**src/rtl/bsort_pkg.sv**
```systemverilog
`timescale 1ns / 1ps
`default_nettype none

package bsort_pkg;

  localparam int unsigned DEPTH    = 64;
  localparam int unsigned WIDTH    = 32;
  localparam int unsigned DATA_W   = 32;
  localparam int unsigned CNT_W    = $clog2(DEPTH + 1);
  localparam int unsigned RND_W    = $clog2(DEPTH);
  localparam int unsigned CFG_IDX_W = 8;
  localparam int unsigned CFG_DAT_W = 32;

  localparam logic [CFG_IDX_W-1:0] REG_DESCENDING     = CFG_IDX_W'(0);
  localparam logic [CFG_IDX_W-1:0] REG_SIGNED_COMPARE = CFG_IDX_W'(1);

  typedef enum logic [1:0] {
    OP_HOLD,
    OP_LOAD,
    OP_SORT,
    OP_EMIT
  } op_e;

  typedef struct packed {
    op_e  op;
    logic parity;
    logic desc;
    logic sgn;
  } cell_ctl_t;

  // a goes before b; an empty slot goes after every stored value
  function automatic logic goes_before(
    input logic [WIDTH-1:0] a,
    input logic             a_vld,
    input logic [WIDTH-1:0] b,
    input logic             b_vld,
    input logic             desc,
    input logic             sgn
  );
    logic [WIDTH-1:0] ka;
    logic [WIDTH-1:0] kb;
    logic             lt;
    logic             gt;
    ka = a;
    kb = b;
    ka[WIDTH-1] = a[WIDTH-1] ^ sgn;
    kb[WIDTH-1] = b[WIDTH-1] ^ sgn;
    lt = ka < kb;
    gt = ka > kb;
    return a_vld & (~b_vld | (desc ? gt : lt));
  endfunction

endpackage

`default_nettype wire

```
**src/rtl/bsort_cell.sv**
```systemverilog
`timescale 1ns / 1ps
`default_nettype none

module bsort_cell (
  input  wire                        clk_i,
  input  wire                        rst_ni,
  input  wire bsort_pkg::cell_ctl_t  ctl_i,
  input  wire                        odd_i,
  input  wire [bsort_pkg::WIDTH-1:0] left_val_i,
  input  wire                        left_vld_i,
  input  wire [bsort_pkg::WIDTH-1:0] right_val_i,
  input  wire                        right_vld_i,
  output logic [bsort_pkg::WIDTH-1:0] val_o,
  output logic                       vld_o
);

  logic [bsort_pkg::WIDTH-1:0] val_q, val_d;
  logic                        vld_q, vld_d;
  logic                        lower;
  logic                        take_right;
  logic                        take_left;

  assign lower      = (odd_i == ctl_i.parity);
  assign take_right = bsort_pkg::goes_before(right_val_i, right_vld_i, val_q, vld_q,
                                             ctl_i.desc, ctl_i.sgn);
  assign take_left  = bsort_pkg::goes_before(val_q, vld_q, left_val_i, left_vld_i,
                                             ctl_i.desc, ctl_i.sgn);

  always_comb begin
    val_d = val_q;
    vld_d = vld_q;
    case (ctl_i.op)
      bsort_pkg::OP_LOAD: begin
        val_d = left_val_i;
        vld_d = left_vld_i;
      end
      bsort_pkg::OP_EMIT: begin
        val_d = right_val_i;
        vld_d = right_vld_i;
      end
      bsort_pkg::OP_SORT: begin
        if (lower && take_right) begin
          val_d = right_val_i;
          vld_d = right_vld_i;
        end else if (!lower && take_left) begin
          val_d = left_val_i;
          vld_d = left_vld_i;
        end
      end
      default: begin
      end
    endcase
  end

  always_ff @(posedge clk_i or negedge rst_ni) begin
    if (!rst_ni) begin
      vld_q <= 1'b0;
    end else begin
      vld_q <= vld_d;
    end
  end

  always_ff @(posedge clk_i) begin
    val_q <= val_d;
  end

  assign val_o = val_q;
  assign vld_o = vld_q;

endmodule

`default_nettype wire

```
**config.mk**
```make
export PLATFORM = sky130hd
export DESIGN_NAME = bsort_cell
export DESIGN_NICKNAME = d
export VERILOG_FILES = /design/src/rtl/bsort_pkg.sv /design/src/rtl/bsort_cell.sv
export SDC_FILE = /design/constraint.sdc
export NUM_CORES = 1
export LEC_CHECK = 0
export ABC_AREA = 1
export BUFFER_PORTS_ARGS = -buffer_cell sky130_fd_sc_hd__buf_2
export CAP_MARGIN = 20
export CORE_AREA = 10 10 123 125
export DETAILED_ROUTE_END_ITERATION = 8
export DIE_AREA = 0 0 133 135
export GPL_ROUTABILITY_DRIVEN = 0
export PLACE_DENSITY = 0.51
export RECOVER_POWER = 50
export SYNTH_ARGS = -nofsm -noshare
export SYNTH_HDL_FRONTEND = slang
export SYNTH_SLANG_ARGS = --single-unit
```
**constraint.sdc**
```tcl
create_clock -name clk_i -period 3.7 [get_ports clk_i]
set_clock_uncertainty 0.1 [all_clocks]
set_input_delay 0.74 -clock clk_i [delete_from_list [all_inputs] [get_ports clk_i]]
set_output_delay 0.74 -clock clk_i [all_outputs]
set_load 0.05 [all_outputs]
```
Word-level counts from Yosys, hierarchy flattened

Cells that the tools add are included.

Output and inout bits: 33
Logic and storage cells: 33
Flip-flop bits (word level): 33

Equality and inequality tests: 5
Mux-type cells: 8
Reduce and logical (&&, ||, !) cells: 5
Order comparisons: 4
Bitwise gates (word level): 9

Operators by type and width:

| cell                 | number |
|---|---|
| $pmux W32 S3         | 1 |
| $gt A32 B32 Y1       | 2 |
| $lt A32 B32 Y1       | 2 |
| $mux W32             | 2 |
| $eq A2 B2 Y1 const B | 2 |
| $mux W1              | 4 |
| $ne A3 B3 Y1 const B | 1 |
| $pmux W1 S3          | 1 |
| $reduce_bool A3 Y1   | 1 |
| $xor A1 B1 Y1        | 3 |
| $and A1 B1 Y1        | 2 |
| $eq A2 B1 Y1 const B | 1 |
| $logic_and A1 B1 Y1  | 2 |
| $not A1 Y1           | 2 |
| $or A1 B1 Y1         | 2 |
| $reduce_and A2 Y1    | 1 |
| $eq A1 B1 Y1         | 1 |
| $logic_not A1 Y1     | 1 |

Logic depth before layout (Yosys ltp)

Depth after elaboration: 9
Mapped depth: 21
Mapped depth without buffers: 21

Worst setup path after synthesis

Ideal clock, no wire load.

Kind: flip-flop to flip-flop
Start point: register val_q (netlist bit val_o[23])
End point: register val_q (netlist bit val_o[0]), enable pin
Stages on the path, launching flop included: 15
Data required time: 3210 ps
Buffers on the path: 0
Data arrival time: 2635 ps
Slack: 575 ps
Library setup time: 390 ps
Clock period less this slack: 3125 ps
Cells stage by stage: edfxtp_1 inv_1 ha_1 nand2_1 nor2_1 nand4_1 nor2_2 nand2_1 nand2_1 nand2_1 nand3_2 nand2_4 nand2_1 nand2_1 nand2_1

Cells in the longest elaborated chain, start to end: 7

RTL lines:

| element                                          | line                               | source |
|---|---|---|
| start: declaration                               | bsort_cell.sv:17                   | `logic [bsort_pkg::WIDTH-1:0] val_q, val_d;` |
| start signal: assignment                         | bsort_cell.sv:64                   | `val_q <= val_d;` |
| $lt A32 B32 Y1 or $gt A32 B32 Y1 (tied branches) | bsort_pkg.sv:48, bsort_pkg.sv:49   |  |
| $mux W1                                          | bsort_pkg.sv:50                    | `return a_vld & (~b_vld \| (desc ? gt : lt));` |
| $or A1 B1 Y1                                     | bsort_pkg.sv:50                    |  |
| $and A1 B1 Y1                                    | bsort_pkg.sv:50                    |  |
| $logic_and A1 B1 Y1, on equally long branches    | bsort_cell.sv:42, bsort_cell.sv:45 |  |
| $ne A3 B3 Y1 (no source line) (*)                | --                                 |  |
| $reduce_and A2 Y1 (no source line) (*)           | --                                 |  |

Every way passes the cells marked *; elsewhere a longest branch is shown, timed or not.
A chain may end at the register's enable or synchronous reset.

Worst setup path after layout

Start point: input left_val_i[15] (netlist name)
End point: register val_q (netlist bit val_o[29]), enable pin

Cells in the longest elaborated chain, start to end: 7

RTL lines:

| element                                          | line                             | source |
|---|---|---|
| start: declaration                               | bsort_cell.sv:9                  | `input wire [bsort_pkg::WIDTH-1:0] left_val_i,` |
| $lt A32 B32 Y1 or $gt A32 B32 Y1 (tied branches) | bsort_pkg.sv:48, bsort_pkg.sv:49 |  |
| $mux W1 (*)                                      | bsort_pkg.sv:50                  |  |
| $or A1 B1 Y1 (*)                                 | bsort_pkg.sv:50                  |  |
| $and A1 B1 Y1 (*)                                | bsort_pkg.sv:50                  |  |
| $logic_and A1 B1 Y1 (*)                          | bsort_cell.sv:45                 | `end else if (!lower && take_left) begin` |
| $ne A3 B3 Y1 (no source line) (*)                | --                               |  |
| $reduce_and A2 Y1 (no source line) (*)           | --                               |  |

Marked as above.

==> flow_metrics.py <==
metrics = {
    "finish": {
        "fin_nets": 783,
        "multi_input_comb_area_mm2": 0.00244,
        "final_common_cell": "nand2_1",
        "utilization": 0.374,
        "ant_cells": 0,
        "mostFrequentLayoutCells": "nand2_1, inv_1, buf_2, ha_1, a21oi_1",
        "regArea_um2": 986,
        "area_growth_pct": 21.4,
        "final_layout_size_suffix_gt1_frac": 0.147,
        "fillerInstances": 1388,
    },
    "logic_synthesis": {
        "fraction_of_synthesized_cell_area_taken_by_the_top_area_cell_type": 0.248,
        "post_synth_mux_area_share": 0,
        "synth_warnings": 0,
        "post_synth_num_cell_types": 24,
        "synth-compound-area-share": 0.231,
        "synth_top_family_by_area": "compound AO/OA/AOI/OAI gates",
        "synth-seq-area-share": 0.254,
        "syn-mean-instance-area_um2": 7.09,
        "syn-cell-area_mm2": 0.00388,
        "post_synth_and_or_nand_nor_area_fraction": 0.195,
        "synth_cells": 547,
        "postSynthRegisterBits": 33,
        "synthXorXnorAreaFrac": 0.00226,
        "synthAdderAreaFrac": 0.200,
        "synth.area.top_cells": "edfxtp_1, ha_1, nand2_1, inv_1, a21oi_1",
        "synth.net_count": 683,
        "synth_largest_area_cell": "edfxtp_1",
    },
    "die": {
        "die-area_mm2": 0.0180,
        "core_mm2": 0.0126,
        "floorplan.initialDensity": 0.308,
        "die_y_um": 135,
        "die_w_um": 133,
        "rows": 41,
        "boundaryPins": 107,
    },
    "critical_path": {
        "crit_path_arrival_time_ps": 2840,
        "crit_path_top_delay_cell": "nand2_1",
        "cp.buffers_inverters": 3,
        "cp_cell_sequence": "clkbuf_1 > inv_1 > ha_1 > nand4_1 > nor2_1 > nand2_1 > nand2_1 > nand2_1 > nand2_1 > nand2_1 > nand3_1 > nand2_1 > nand2_1 > nand2_1 > nand2_1 > buf_12",
        "maximum_cell_stage_delay_along_the_critical_path_ps": 360,
        "required_time_reported_for_the_critical_path_endpoint_ps": 3580,
        "worst_path_most_repeated_cell": "nand2_1",
        "worst_setup_path_category": "in -> reg",
        "critical_path.max_fanout": 20,
        "worst_path_dominant_cell_family": "simple AND/OR/NAND/NOR gates",
        "crit_path_start_kind": "primary input",
        "crit_path_end_kind": "flop",
    },
    "sta": {
        "layout_min_cycle_time_ps": 2960,
        "hold_viol_final": 0,
        "worst-slew-pin-transition_ps": 627,
        "setup-tns-final_ps": 0,
        "final.period_utilization": 0.801,
        "timing.final.max_slew_violations": 0,
        "postLayoutSetupSlackWorst_ps": 736,
        "slew_headroom": 0.584,
        "rsz0062_at_grt": "no",
        "setup_viol_count_final": 0,
        "fmaxAchievable_mhz": 337,
    },
    "pwr": {
        "p_sw_frac": 0.414,
        "switching_power_w": 0.000672,
        "power_leakage_nw": 2.36,
        "power_frac_seq": 0.313,
        "p_per_area_mw_per_mm2": 345,
        "power.combinational.fraction": 0.423,
        "worst_ir_drop_vdd_mv": 0.146,
        "clock_power_share": 0.264,
        "p_int_w": 0.000949,
    },
    "job": {
        "max_cap_viol_count": 0,
    },
    "place": {
        "numPortBuffers": 106,
        "preCtsSetupSlack_ps": 510,
        "detailedPlacementHpwl_um": 10200,
    },
    "grt": {
        "grt_usage": 0.143,
        "maximum_number_of_pins_on_one_net_before_global_route_repair": 35,
        "grt_first_pass_wirelength_um": 21100,
        "grt_antenna_before_repair": 0,
        "first_global_vias": 4143,
        "globalRoute.totalOverflow": 0,
    },
    "clock_network": {
        "worst_setup_hold_path_clk_slew_ps": 50,
        "worstSkewPairLatency_ps": 280,
        "cts_max_path_buffers": 2,
        "cts.htree.levels": 2,
        "root_cell_of_the_clock_tree": "clkbuf_16",
        "tritoncts": "yes",
        "cts_buffers": 5,
        "post_cts_resized": 0,
        "cts_hold_buffers": 0,
        "cts_num_sinks": 33,
        "postCtsSetupRepairBufs": 0,
    },
    "detailed_routing": {
        "drtAntennaViolNets": 0,
        "routed-via-count": 3981,
        "drt-wirelength-per-cell_um": 16.1,
        "drc_errors": 0,
        "dr.pass1.iters": 5,
        "drt-vias-per-instance": 4.85,
        "detailed_route_wire_length_um": 13200,
        "drt-initial-drc-count": 222,
    },
    "status": {
        "outcome": "finished clean",
    },
    "hold_path": {
        "hold_class": "in -> async",
    },
}
-- flip-flops by register name (all words and copies together), names as in the netlist --
name / count
vld_o: 1
val_o: 32
-- final cells by class --
| class | count | share of cell area |
|---|---|---|
| clock buffer | 8 | 0.0311 |
| timing repair buffer | 116 | 0.122 |
| multi-input combinational | 400 | 0.519 |
| tap | 172 | 0.0457 |
| inverter | 91 | 0.0726 |
| sequential | 33 | 0.210 |
-- metrics by stage --
stage	instance area (um2)	total power, W	hold WS, ps	std cells
after global routing	4700	0.00174	134	820
after global placement	4600	0.00121	427	812
final	4700	0.00162	134	820
after floorplan	3880	0.000992	344	547
after detailed placement	4600	0.00122	424	812
after CTS	4750	0.00165	129	820
-- logic make-up after synthesis --
logic type	after synthesis
compound gates	159
xor+xnor	1
fa+ha+maj	62
buf+inv	114
flops	33
simple gates	178
-- synth_stat cells --
library cell,count
o22ai_1,3
nand2_1,95
a21oi_1,54
nand3_1,41
nor3_1,1
clkbuf_1,15
ha_1,62
a21o_1,5
buf_1,2
o21ai_0,37
edfxtp_1,32
buf_2,3
nand4_1,4
nand2_4,1
o21bai_2,1
nor2_1,32
nand3_2,2
nor2_2,2
inv_1,91
dfrtp_1,1
o21ai_1,28
buf_6,3
xnor2_1,1
o21bai_1,31
-- path summary, 6_finish.rpt --
check,slack (ps),depth (start not counted),end,startpoint
min reg2reg,540,2,vld_o$_DFFE_PN0P_,vld_o$_DFFE_PN0P_
min,130,1,vld_o$_DFFE_PN0P_,rst_ni
max,740,16,val_o[29]$_DFFE_PP_,left_val_i[15]
max in group asynchronous,3250,1,vld_o$_DFFE_PN0P_,rst_ni
min in group clk_i,540,2,vld_o$_DFFE_PN0P_,vld_o$_DFFE_PN0P_
max reg2reg,910,14,val_o[29]$_DFFE_PP_,val_o[15]$_DFFE_PP_
-- power by group through the flow --
stage               logic (W)  clock network [W]  registers, W
floorplan            0.000345                  0      0.000647
global placement     0.000693                  0      0.000513
detailed placement   0.000702                  0      0.000514
CTS                  0.000705           0.000439      0.000507
global route         0.000774           0.000449      0.000513
finish               0.000685           0.000429      0.000507
-- layer usage --
layer / share of wire / up-vias / wire, um / track usage
met5: 0 / - / 0 / 0
met4: 0.014 / 0 / 185 / 0.0446
met3: 0.048 / 13 / 638 / 0.0271
li1: - / 2044 / - / -
met2: 0.48 / 116 / 6370 / 0.246
met1: 0.46 / 1808 / 6040 / 0.177
Power figures use the tool's default switching activity.
